## src/hdl/compacting_value_list_assert.svh

```systemverilog
// Assertion macros shared by the compacting value list modules.
`ifndef COMPACTING_VALUE_LIST_ASSERT_SVH
`define COMPACTING_VALUE_LIST_ASSERT_SVH

// Same-cycle implication, sampled on clk, off while arst_n is low.
`define CVL_ASSERT_NOW(label, ante, cons, msg) \
	label: assert property (@(posedge clk) disable iff (!arst_n) (ante) |-> (cons)) \
		else $error(msg);

// Next-cycle implication, sampled on clk, off while arst_n is low.
`define CVL_ASSERT_NEXT(label, ante, cons, msg) \
	label: assert property (@(posedge clk) disable iff (!arst_n) (ante) |=> (cons)) \
		else $error(msg);

`endif

```

## src/hdl/cvl_pkg.sv

```systemverilog
// Package: request and status codes and controller/datapath interface types.
`timescale 1ns / 1ps

package cvl_pkg;

	// Fixed field widths
	localparam int REQ_W  = 3;
	localparam int ITEM_W = 64;
	localparam int POS_W  = 6;
	localparam int ST_W   = 2;
	localparam int CNT_W  = 6;

	// Request codes
	localparam logic [REQ_W-1:0] REQ_APPEND    = 3'd0;
	localparam logic [REQ_W-1:0] REQ_REM_FIRST = 3'd1;
	localparam logic [REQ_W-1:0] REQ_REM_ALL   = 3'd2;
	localparam logic [REQ_W-1:0] REQ_REPLACE   = 3'd3;
	localparam logic [REQ_W-1:0] REQ_DUMP      = 3'd4;

	// Status codes
	localparam logic [ST_W-1:0] ST_OK       = 2'd0;
	localparam logic [ST_W-1:0] ST_FULL     = 2'd1;
	localparam logic [ST_W-1:0] ST_NOTFOUND = 2'd2;
	localparam logic [ST_W-1:0] ST_RANGE    = 2'd3;

	// Commands from controller to datapath
	typedef struct packed {
		logic capture;     // latch the request, clear scan pointers
		logic append;      // append value or flag full
		logic replace;     // overwrite indexed entry or flag range
		logic scan;        // one step of the compacting scan
		logic commit;      // take new length and status after scan
		logic dump_rd;     // read next entry for dump
		logic emit_final;  // load summary result into output register
		logic emit_elem;   // load dumped entry into output register
	} cvl_cmd_t;

	// Status from datapath to controller
	typedef struct packed {
		logic [REQ_W-1:0] req;
		logic             len_zero;
		logic             scan_done;
		logic             dump_last;
		logic             out_free;
	} cvl_sts_t;

endpackage

```

## src/hdl/cvl_dp.sv

```systemverilog
// Datapath: entry memory, length, scan pointers and the output register.
`timescale 1ns / 1ps
`include "compacting_value_list_assert.svh"

module cvl_dp
	import cvl_pkg::*;
#(
	parameter int CAPACITY = 32
) (
	input  logic              clk,
	input  logic              arst_n,
	input  logic [REQ_W-1:0]  req_type,
	input  logic [ITEM_W-1:0] item_value,
	input  logic [POS_W-1:0]  position,
	input  cvl_cmd_t          cmd,
	output cvl_sts_t          sts,
	output logic              out_valid,
	input  logic              out_ready,
	output logic [ST_W-1:0]   status,
	output logic [CNT_W-1:0]  list_length,
	output logic [CNT_W-1:0]  removed_count,
	output logic [ITEM_W-1:0] elem_value,
	output logic              elem_valid,
	output logic              last
);

	localparam int LEN_W = $clog2(CAPACITY + 1);
	localparam int IDX_W = $clog2(CAPACITY);
	localparam logic [LEN_W-1:0] LEN_ONE = LEN_W'(1);
	localparam logic [LEN_W-1:0] LEN_CAP = LEN_W'(CAPACITY);

	// Entry store
	logic [ITEM_W-1:0] mem [CAPACITY];
	logic [ITEM_W-1:0] rdata_q;

	// Request registers
	logic [REQ_W-1:0]  req_q;
	logic [ITEM_W-1:0] val_q;
	logic [POS_W-1:0]  pos_q;
	logic [ST_W-1:0]   status_q;

	// List and scan state
	logic [LEN_W-1:0] len_q;
	logic [LEN_W-1:0] rd_ptr_q;
	logic [LEN_W-1:0] wr_ptr_q;
	logic [LEN_W-1:0] rem_q;
	logic             hit_q;
	logic             rd_vld_s1;

	// Output register
	logic              out_valid_q;
	logic [ST_W-1:0]   o_status_q;
	logic [CNT_W-1:0]  o_len_q;
	logic [CNT_W-1:0]  o_rem_q;
	logic [ITEM_W-1:0] o_elem_q;
	logic              o_elem_vld_q;
	logic              o_last_q;

	logic                   full;
	logic                   pos_ok;
	logic                   rd_more;
	logic                   match;
	logic                   rd_en;
	logic                   we;
	logic [IDX_W-1:0]       wa;
	logic [ITEM_W-1:0]      wd;
	logic [LEN_W+CNT_W-1:0] len_ext;
	logic [LEN_W+CNT_W-1:0] rem_ext;
	logic [LEN_W:0]         scan_sum;

	// Decode of list conditions
	assign full    = (len_q == LEN_CAP);
	assign pos_ok  = ({{LEN_W{1'b0}}, pos_q} < {{CNT_W{1'b0}}, len_q});
	assign rd_more = (rd_ptr_q != len_q);
	assign match   = (rdata_q == val_q) && ((req_q == REQ_REM_ALL) || !hit_q);
	assign rd_en   = (cmd.scan && rd_more) || cmd.dump_rd;

	// Memory write port select
	always_comb begin
		we = 1'b0;
		wa = len_q[IDX_W-1:0];
		wd = val_q;
		if (cmd.append && !full) begin
			we = 1'b1;
		end else if (cmd.replace && pos_ok) begin
			we = 1'b1;
			wa = pos_q[IDX_W-1:0];
		end else if (cmd.scan && rd_vld_s1 && !match) begin
			we = 1'b1;
			wa = wr_ptr_q[IDX_W-1:0];
			wd = rdata_q;
		end
	end

	// Memory: one write, one registered read per cycle
	always_ff @(posedge clk) begin
		if (we) begin
			mem[wa] <= wd;
		end
		if (rd_en) begin
			rdata_q <= mem[rd_ptr_q[IDX_W-1:0]];
		end
	end

	// Request and status registers
	always_ff @(posedge clk) begin
		if (cmd.capture) begin
			req_q    <= req_type;
			val_q    <= item_value;
			pos_q    <= position;
			status_q <= ST_OK;
		end else if (cmd.append && full) begin
			status_q <= ST_FULL;
		end else if (cmd.replace && !pos_ok) begin
			status_q <= ST_RANGE;
		end else if (cmd.commit) begin
			status_q <= (rem_q == '0) ? ST_NOTFOUND : ST_OK;
		end
	end

	// Length and scan pointers
	always_ff @(posedge clk or negedge arst_n) begin
		if (!arst_n) begin
			len_q     <= '0;
			rd_ptr_q  <= '0;
			wr_ptr_q  <= '0;
			rem_q     <= '0;
			hit_q     <= 1'b0;
			rd_vld_s1 <= 1'b0;
		end else begin
			if (cmd.capture) begin
				rd_ptr_q  <= '0;
				wr_ptr_q  <= '0;
				rem_q     <= '0;
				hit_q     <= 1'b0;
				rd_vld_s1 <= 1'b0;
			end else begin
				if (cmd.scan) begin
					rd_vld_s1 <= rd_more;
					if (rd_more) begin
						rd_ptr_q <= rd_ptr_q + LEN_ONE;
					end
					if (rd_vld_s1) begin
						if (match) begin
							rem_q <= rem_q + LEN_ONE;
							hit_q <= 1'b1;
						end else begin
							wr_ptr_q <= wr_ptr_q + LEN_ONE;
						end
					end
				end
				if (cmd.dump_rd) begin
					rd_ptr_q <= rd_ptr_q + LEN_ONE;
				end
			end
			if (cmd.append && !full) begin
				len_q <= len_q + LEN_ONE;
			end else if (cmd.commit) begin
				len_q <= wr_ptr_q;
			end
		end
	end

	assign len_ext = {{CNT_W{1'b0}}, len_q};
	assign rem_ext = {{CNT_W{1'b0}}, rem_q};

	// Output register valid
	always_ff @(posedge clk or negedge arst_n) begin
		if (!arst_n) begin
			out_valid_q <= 1'b0;
		end else if (cmd.emit_final || cmd.emit_elem) begin
			out_valid_q <= 1'b1;
		end else if (out_ready) begin
			out_valid_q <= 1'b0;
		end
	end

	// Output register payload
	always_ff @(posedge clk) begin
		if (cmd.emit_final) begin
			o_status_q   <= status_q;
			o_len_q      <= len_ext[CNT_W-1:0];
			o_rem_q      <= rem_ext[CNT_W-1:0];
			o_elem_q     <= '0;
			o_elem_vld_q <= 1'b0;
			o_last_q     <= 1'b1;
		end else if (cmd.emit_elem) begin
			o_status_q   <= ST_OK;
			o_len_q      <= len_ext[CNT_W-1:0];
			o_rem_q      <= '0;
			o_elem_q     <= rdata_q;
			o_elem_vld_q <= 1'b1;
			o_last_q     <= !rd_more;
		end
	end

	assign out_valid     = out_valid_q;
	assign status        = o_status_q;
	assign list_length   = o_len_q;
	assign removed_count = o_rem_q;
	assign elem_value    = o_elem_q;
	assign elem_valid    = o_elem_vld_q;
	assign last          = o_last_q;

	// Status back to the controller
	assign sts.req       = req_q;
	assign sts.len_zero  = (len_q == '0);
	assign sts.scan_done = !rd_more && !rd_vld_s1;
	assign sts.dump_last = !rd_more;
	assign sts.out_free  = !out_valid_q || out_ready;

	assign scan_sum = {1'b0, rem_q} + {1'b0, wr_ptr_q} + {{LEN_W{1'b0}}, rd_vld_s1};

	`CVL_ASSERT_NOW(a_len_cap, 1'b1, len_q <= LEN_CAP, "length above capacity")
	`CVL_ASSERT_NOW(a_wr_behind, 1'b1, wr_ptr_q <= rd_ptr_q, "write pointer ahead of read")
	`CVL_ASSERT_NOW(a_scan_count, cmd.scan, scan_sum == {1'b0, rd_ptr_q},
		"kept plus removed entries do not match entries read")

endmodule

```

## src/hdl/cvl_ctrl.sv

```systemverilog
// Controller: request sequencing state machine for the compacting value list.
`timescale 1ns / 1ps
`include "compacting_value_list_assert.svh"

module cvl_ctrl
	import cvl_pkg::*;
(
	input  logic     clk,
	input  logic     arst_n,
	input  logic     in_valid,
	output logic     in_ready,
	input  cvl_sts_t sts,
	output cvl_cmd_t cmd
);

	typedef enum logic [5:0] {
		S_IDLE      = 6'b000001,
		S_DISPATCH  = 6'b000010,
		S_SCAN      = 6'b000100,
		S_DUMP_RD   = 6'b001000,
		S_DUMP_EMIT = 6'b010000,
		S_FINISH    = 6'b100000
	} state_t;

	state_t state_q;
	state_t state_d;

	assign in_ready = (state_q == S_IDLE);

	// Next state and command decode
	always_comb begin
		state_d = state_q;
		cmd     = '0;
		unique case (state_q)
			S_IDLE: begin
				if (in_valid) begin
					cmd.capture = 1'b1;
					state_d     = S_DISPATCH;
				end
			end
			S_DISPATCH: begin
				unique case (sts.req) inside
					REQ_APPEND: begin
						cmd.append = 1'b1;
						state_d    = S_FINISH;
					end
					REQ_REPLACE: begin
						cmd.replace = 1'b1;
						state_d     = S_FINISH;
					end
					REQ_REM_FIRST, REQ_REM_ALL: begin
						state_d = S_SCAN;
					end
					REQ_DUMP: begin
						state_d = sts.len_zero ? S_FINISH : S_DUMP_RD;
					end
					default: begin
						state_d = S_FINISH;
					end
				endcase
			end
			S_SCAN: begin
				cmd.scan = 1'b1;
				if (sts.scan_done) begin
					cmd.commit = 1'b1;
					state_d    = S_FINISH;
				end
			end
			S_DUMP_RD: begin
				cmd.dump_rd = 1'b1;
				state_d     = S_DUMP_EMIT;
			end
			S_DUMP_EMIT: begin
				if (sts.out_free) begin
					cmd.emit_elem = 1'b1;
					state_d       = sts.dump_last ? S_IDLE : S_DUMP_RD;
				end
			end
			S_FINISH: begin
				if (sts.out_free) begin
					cmd.emit_final = 1'b1;
					state_d        = S_IDLE;
				end
			end
			default: begin
				state_d = S_IDLE;
			end
		endcase
	end

	// State register
	always_ff @(posedge clk or negedge arst_n) begin
		if (!arst_n) begin
			state_q <= S_IDLE;
		end else begin
			state_q <= state_d;
		end
	end

	`CVL_ASSERT_NOW(a_emit_free, cmd.emit_final || cmd.emit_elem, sts.out_free,
		"result loaded while output register still occupied")
	`CVL_ASSERT_NOW(a_emit_one, 1'b1, !(cmd.emit_final && cmd.emit_elem),
		"two results loaded in one cycle")
	`CVL_ASSERT_NEXT(a_capture_dispatch, cmd.capture, !in_ready,
		"new request taken before the previous one was dispatched")

endmodule

```

## src/hdl/compacting_value_list.sv

```systemverilog
// Ordered list of 64-bit values with append, remove by value, replace and dump.
// Sequence: append, replace, unknown requests and an empty dump pass through the dispatch and
// finish states; remove-first and remove-all scan the whole list; dump reads each entry through
// the single registered read port of the entry memory, then emits it once the output is free.
// Throughput: one request in flight; the next is taken once the last result is registered.
// Reset: arst_n clears the length and control state; entry memory is not cleared.
`timescale 1ns / 1ps

module compacting_value_list
	import cvl_pkg::*;
#(
	parameter int CAPACITY = 32
) (
	input  logic              clk,
	input  logic              arst_n,
	input  logic              in_valid,
	output logic              in_ready,
	input  logic [REQ_W-1:0]  req_type,
	input  logic [ITEM_W-1:0] item_value,
	input  logic [POS_W-1:0]  position,
	output logic              out_valid,
	input  logic              out_ready,
	output logic [ST_W-1:0]   status,
	output logic [CNT_W-1:0]  list_length,
	output logic [CNT_W-1:0]  removed_count,
	output logic [ITEM_W-1:0] elem_value,
	output logic              elem_valid,
	output logic              last
);

	cvl_cmd_t cmd;
	cvl_sts_t sts;

	// Request sequencer
	cvl_ctrl u_ctrl (
		.clk      (clk),
		.arst_n   (arst_n),
		.in_valid (in_valid),
		.in_ready (in_ready),
		.sts      (sts),
		.cmd      (cmd)
	);

	// Storage, scan and result datapath
	cvl_dp #(
		.CAPACITY (CAPACITY)
	) u_dp (
		.clk           (clk),
		.arst_n        (arst_n),
		.req_type      (req_type),
		.item_value    (item_value),
		.position      (position),
		.cmd           (cmd),
		.sts           (sts),
		.out_valid     (out_valid),
		.out_ready     (out_ready),
		.status        (status),
		.list_length   (list_length),
		.removed_count (removed_count),
		.elem_value    (elem_value),
		.elem_valid    (elem_valid),
		.last          (last)
	);

endmodule
```

## config.mk

```make
export PLATFORM = sky130hd
export DESIGN_NAME = compacting_value_list
export DESIGN_NICKNAME = d
export VERILOG_FILES = /design/src/hdl/cvl_pkg.sv /design/src/hdl/cvl_dp.sv /design/src/hdl/cvl_ctrl.sv /design/src/hdl/compacting_value_list.sv
export VERILOG_INCLUDE_DIRS = /design/src /design/src/hdl
export SDC_FILE = /design/constraint.sdc
export NUM_CORES = 2
export LEC_CHECK = 0
export BUFFER_PORTS_ARGS = -buffer_cell sky130_fd_sc_hd__buf_2
export CAP_MARGIN = 20
export CORE_ASPECT_RATIO = 0.8
export CORE_MARGIN = 8
export CORE_UTILIZATION = 62
export CTS_CLUSTER_SIZE = 16
export DETAILED_ROUTE_END_ITERATION = 16
export PLACE_DENSITY = 0.79
export SYNTH_ARGS = -nofsm -noshare
export SYNTH_HDL_FRONTEND = slang
export SYNTH_SLANG_ARGS = --single-unit
```

## constraint.sdc

```tcl
create_clock -name clk -period 10.51 [get_ports clk]
set_clock_uncertainty 0.05 [all_clocks]
set_input_delay 1.5765 -clock clk [delete_from_list [all_inputs] [get_ports clk]]
set_output_delay 1.5765 -clock clk [all_outputs]
set_load 0.05 [all_outputs]
```

# Yosys cells after proc, flatten, opt, wreduce, memory -nomap -nowiden

Memories as Yosys holds them, arrays and structs flattened. A register that Yosys moved wholly into a read port is not among the register bits.
Index checks and enable logic that the tools add are counted.

Register bits after elaboration: 188
Bits in writable memories: 2,048
Input port bits: 77
Output and inout port bits: 82
Word-level logic and storage cells: 144
Memories: 1

Add/subtract/negate cells: 4
$lt $le $gt $ge: 1
Equality and inequality tests: 18
Mux-type cells: 62
Reduce and logical (&&, ||, !) cells: 39

Memory list:

| memory   | depth | width | read ports | clocked after memory_dff | write ports | line         | text |
|---|---|---|---|---|---|---|---|
| u_dp.mem | 32    | 64    | 1          | 1                        | 1           | cvl_dp.sv:33 | `logic [ITEM_W-1:0] mem [CAPACITY];` |

Operators with widths:

| kind                  | number |
|---|---|
| $mux W64              | 3 |
| $mux W6               | 23 |
| $eq A64 B64 Y1        | 1 |
| $pmux W6 S6           | 1 |
| $add A6 B1 Y6 const B | 4 |
| $mux W1               | 23 |
| $mux W5               | 3 |
| $mux W2               | 7 |
| $reduce_bool A2 Y1    | 7 |
| $eq A6 B6 Y1 const B  | 2 |
| $logic_not A6 Y1      | 2 |
| $pmux W6 S2           | 1 |
| $ne A2 B2 Y1 const B  | 5 |
| $logic_and A1 B1 Y1   | 9 |
| $reduce_bool A3 Y1    | 3 |
| $logic_not A1 Y1      | 7 |
| $eq A3 B2 Y1 const B  | 2 |
| $eq A6 B1 Y1 const B  | 1 |
| $eq A6 B2 Y1 const B  | 1 |
| $eq A6 B3 Y1 const B  | 1 |
| $eq A6 B4 Y1 const B  | 1 |
| $eq A6 B5 Y1 const B  | 1 |
| $lt A6 B6 Y1          | 1 |
| $ne A6 B6 Y1          | 1 |
| other kinds (9)       | 14 |

# Depth between registers and ports, before layout

Word-level depth: 12
Mapped depth: 12
Gate-level depth less buffers: 10

# Hierarchy

From an unflattened synthesis, not the netlist that was laid out.

Cell total of the unflattened synthesis: 3,876
Area, all modules: 88,199.6 um^2

By module, submodules not included:

| module   | instances | cells an instance | area an instance (um^2) | seq. area each (um^2) |
|---|---|---|---|---|
| cvl_dp   | 1         | 3,824             | 87,729.1                | 68,070.3 |
| cvl_ctrl | 1         | 52                | 470.5                   | 151.4 |

# Least setup slack after synthesis

Ideal clock, no wire load.

Path type: flip-flop to flip-flop
Start point: register u_dp.len_q[3]
End point: memory u_dp.mem[13][0], enable pin
Setup time: 565 ps
Data arrival time: 6,903 ps
Required time: 9,895 ps
Path slack: 2,992 ps
Cell stages (with the launch flop): 13
Buffers on the path: 2
Clock period less this slack: 7,518 ps
Path through: dfrtp_1 -> clkbuf_1 -> inv_1 -> ha_1 -> or2_1 -> a21oi_1 -> o21ai_0 -> or4_1 -> o211ai_4 -> nor2_1 -> or3b_1 -> buf_6 -> nor3_1

Word-level cells in the longest chain between the ends: 6
Elaborated cells between the ends (all ways): 12
Those cells by class: order compare (1); eq/ne (1); mux (7); reduce/logical (3)

RTL lines:

| item                                                    | line                       | text |
|---|---|---|
| from (decl)                                             | cvl_dp.sv:43               | `logic [LEN_W-1:0] len_q;` |
| from (signal assigned)                                  | cvl_dp.sv:157              | `len_q <= len_q + LEN_ONE;` |
| from (signal assigned)                                  | cvl_dp.sv:159              | `len_q <= wr_ptr_q;` |
| $lt A6 B6 Y1 or $eq A6 B6 Y1 (tied branches)            | cvl_dp.sv:73, cvl_dp.sv:72 |  |
| $logic_and A1 B1 Y1 or $logic_not A1 Y1 (tied branches) | cvl_dp.sv:85, cvl_dp.sv:83 |  |
| $mux W1 or $logic_and A1 B1 Y1 (tied branches)          | cvl_dp.sv:85, cvl_dp.sv:83 |  |
| $mux W1                                                 | cvl_dp.sv:83               | `if (cmd.append && !full) begin` |
| $mux W1                                                 | cvl_dp.sv:97               | `if (we) begin` |
| $mux W1 (implied by the code)                           | cvl_dp.sv:98               | `mem[wa] <= wd;` |
| to (decl)                                               | cvl_dp.sv:33               |  |

Several ways; a longest one is shown, not always the timed one.

# Final worst setup path

Start point: register u_dp.rdata_q[60] (read register of u_dp.mem)
End point: memory u_dp.mem[20][37], enable pin

Word-level cells in the longest chain between the ends: 9
Elaborated cells between the ends (all ways): 12
Those cells by class: eq/ne (1); mux (8); reduce/logical (3)

RTL lines:

| item                          | line         | text |
|---|---|---|
| from (decl)                   | cvl_dp.sv:34 | `logic [ITEM_W-1:0] rdata_q;` |
| $eq A64 B64 Y1 *              | cvl_dp.sv:75 | `assign match = (rdata_q == val_q) && ((req_q == REQ_REM_ALL) \|\| !hit_q);` |
| $logic_and A1 B1 Y1 *         | cvl_dp.sv:75 |  |
| $logic_not A1 Y1 *            | cvl_dp.sv:88 | `end else if (cmd.scan && rd_vld_s1 && !match) begin` |
| $logic_and A1 B1 Y1 *         | cvl_dp.sv:88 |  |
| $mux W1                       | cvl_dp.sv:88 |  |
| $mux W1                       | cvl_dp.sv:85 | `end else if (cmd.replace && pos_ok) begin` |
| $mux W1                       | cvl_dp.sv:83 |  |
| $mux W1                       | cvl_dp.sv:97 |  |
| $mux W1 (implied by the code) | cvl_dp.sv:98 |  |

Every way passes the cells marked *; elsewhere a longest branch is shown, timed or not.

==> metrics.txt <==
Synth-to-Final Area Change=11.2%; DRC viols=0; worst hold margin=0.401 ns; pwr dens=223 nW/µm²; run status=finished clean; Sw Ratio=26.1%; H-tree levels=4; Final ANT Viol Nets=0; GR Layer Usage met2=46.9%; DR vias/cell=7.12; Syn Inst Count=3811; Sum Neg Setup Slack=0 ns; Synth warnings=0; met3 Use GR=8.25%; Inserted Clock Buffers=204; Seq pwr share=49.9%; sequential share of the synthesized area=77.4%; VDD IR-drop max=0.205 mV; hold buffers post-CTS=0; post-cts sizing count=0; Clock Root Buffer=clkbuf_16; Synth Area in Compound Gates=0.854%; Hold Crit Class=flip-flop to flip-flop; TritonCTS clock tree=done; Crit Path Category=flip-flop to flip-flop; FF+latch count, synth=2300; Synthesized Nets=3899; number of flops mapped to enable cells by yosys=2199; post-synthesis mux area share=18.0%; Power Total=0.0219 W; # clock sinks=2300; pin slew with the least headroom to its limit=1.21 ns; Final min period=6.30 ns; first-pass GRT wire length=331000 µm; starting density of the core=62.6%; asr flop ratio synth=1.43%; top_reg_cell synth=edfxtp_1; clock tree buffer depth=3; period utilization=59.9%; Final nets=4149; # fillers=7933; DR vias=43500; xor and xnor area share after synthesis=0.835%; total gr overflow=0; initial antenna violation count=25; GPL Wtd Cong=0.850; Final Setup Violations=0; P_int=0.0162 W; f_max=159 MHz; largest net degree at the start of global routing=158; fin util=69.6%; Max transition margin=19.5%; drt first pass iters=5; Comb pwr share=16.1%; Psw=0.00570 W; Hold Vio Cnt, Final=0; # rows=123; Top Usage Layer GRT=met2; Post-Synth Simple-Gate Area=1.73%; Clk network pwr share=34.0%; worst skew pair latency=0.85 ns; mapped cell area=88100 µm²; Lkg Pwr=30.0 nW; die height=353 µm; post-synthesis adder-cell area fraction=0.156%; Max Slew Vio Count=0; drt total wl=238000 µm; crit end category=flip-flop; io pins=159; slowest cell on the critical path=buf_4; Worst EP arrival=6.68 ns; Synth Area per Inst=23.1 µm²; postcts setup bufs=0; CP dominant cell by count=buf_4; port buffer count=158; RSZ-0062 raised after global routing=false; detailed placement HPWL=130000 µm; Slowest Stage Delay on Critical Path=0.95 ns; met1 Use GR=42.2%; die width=437 µm; DR WL/cell=38.9 µm; Netlist cell types=66; crit path cell chain=xor2_1, nor4_1, nand4_1, nor3_4, o21ai_4, buf_4, a22oi_2, o2111ai_1, nor2_4, buf_4; layout cell share with drive strength beyond 1=32.0%; DIE AREA=154000 µm²; total track usage=30.5%; Startpoint Class=flip-flop; CTS clk-pin slew, worst paths=0.07 ns; worst-path fanout max=54; number of global-route vias before repair=42900; Req. time, crit path=10.89 ns; main combinational cell family by area after synthesis=multiplexers; total core area=141000 µm²; Starting DRT DRC Count=7559; max-cap violations=0
-- power by group through the flow --
stage,Combinational [W],Clock [W],Sequential [W]
after floorplan,0.00222,0,0.0112
after global placement,0.00336,0,0.0111
after detailed placement,0.00342,0,0.0111
after CTS,0.00350,0.00748,0.0109
after global routing,0.00367,0.00781,0.0109
final,0.00352,0.00744,0.0109
-- path summary, 6_finish.rpt --
path	startpoint	endpoint	slack (ns)	cells after the start
max	u_dp.rdata_q[60]	u_dp.mem[20][37]	4.21	10
min	u_dp.elem_value[62]	u_dp.elem_value[62]	0.40	2
max reg2reg	u_dp.rdata_q[60]	u_dp.mem[20][37]	4.21	10
min reg2reg	u_dp.elem_value[62]	u_dp.elem_value[62]	0.40	2
max in group asynchronous	arst_n	u_dp.rd_ptr_q[2]	8.97	1
min in group asynchronous	arst_n	u_dp.rem_q[5]	0.80	1
-- per-stage QoR --
step                      setup slack [ns]  instances  area (µm²)
after floorplan                       2.99       3811       88100
after CTS                             4.17       6109       98000
after global routing                  4.20       6113       98000
final                                 4.21       6116       98000
after global placement                4.50       5726       91400
after detailed placement              4.34       5727       91400
-- sequential cells by signal, indices dropped and copies added, names as in the netlist, 2 cells and up --
register,flops
u_ctrl.state_q,6
u_dp.elem_value,64
u_dp.len_q,6
u_dp.list_length,6
u_dp.mem,2048
u_dp.pos_q,6
u_dp.rd_ptr_q,6
u_dp.rdata_q,64
u_dp.rem_q,6
u_dp.removed_count,6
u_dp.req_q,3
u_dp.status,2
u_dp.status_q,2
u_dp.val_q,64
u_dp.wr_ptr_q,6
-- layer usage --
layer	vias to the layer above	share of wire, %
met2	3800	47
met3	493	14
met4	10	4.9
met5	-	0.027
met1	22700	34
li1	16600	-
-- final cells by class --
type                    count  area (µm²)  area share (%)
flip-flops and latches   2300       68200            69.6
multi-input cells        1305       19300            19.7
clock buffers             260        5490            5.60
well taps                1875        2350            2.39
repair buffers            237        1510            1.54
clock inverters           122        1080            1.10
inverters                  13        48.8          0.0498
diodes                      4        10.0          0.0102
-- cells in the final DEF, fill, tap and decap left out, types with 5 or more instances in the layout --
cell type,count
edfxtp_1,2199
mux2_2,129
clkinv_2,39
clkbuf_8,9
xnor2_1,6
nand2b_1,7
nor2_4,22
bufinv_16,16
buf_12,10
ha_1,11
a21oi_1,74
clkbuf_1,43
nand4_1,10
xor2_1,78
clkbuf_16,208
o21ai_0,8
inv_6,7
inv_1,13
buf_4,68
dfrtp_1,27
dfrtp_4,5
dfxtp_1,68
nand2_1,153
buf_2,159
nor3_4,5
nor3_2,10
nor2_1,36
nand3_1,12
mux4_2,640
nor4_1,19
clkinv_1,51
and2_1,10
-- cell families after synthesis --
kind of cell,after synthesis
adder cells (fa/ha/maj),11
multiplexers,771
flip-flops,2300
buffers and inverters,206
AO/OA/AOI/OAI,119
XOR/XNOR,84
AND/OR/NAND/NOR,320
-- worst max-delay path: cells and delay by family (launching register included) --
kind                      cells  cell delay [ns]
and+or+nand+nor               4             2.60
buffers and inverters         2             1.43
DFF                           1             0.42
AOI/OAI and AO/OA             3             1.08
xor gates and xnor gates      1             0.19
-- synth_stat cells, types with 3 or more instances --
cell / n / area share (%)
and2_1: 12 / 0.085
and3_1: 3 / 0.021
dfxtp_1: 68 / 1.5
dfrtp_1: 32 / 0.91
nand4_1: 10 / 0.071
buf_1: 16 / 0.068
mux2_2: 129 / 1.6
or2_1: 3 / 0.021
xnor2_1: 6 / 0.060
inv_1: 13 / 0.055
nand2_1: 154 / 0.66
a31oi_1: 3 / 0.021
or3_1: 4 / 0.028
nor2b_1: 4 / 0.028
o21a_1: 3 / 0.026
nand3_1: 12 / 0.068
ha_1: 11 / 0.16
clkbuf_1: 138 / 0.59
mux4_2: 640 / 16
nor4_1: 19 / 0.13
o211ai_1: 4 / 0.034
nor3_1: 11 / 0.062
buf_2: 36 / 0.20
edfxtp_1: 2199 / 75
nor2_1: 57 / 0.24
xor2_1: 78 / 0.78
nand2b_1: 7 / 0.050
nor3_2: 6 / 0.068
o31ai_1: 3 / 0.026
o21ai_0: 8 / 0.045
a21oi_1: 74 / 0.42
Power figures use the tool's default switching activity.
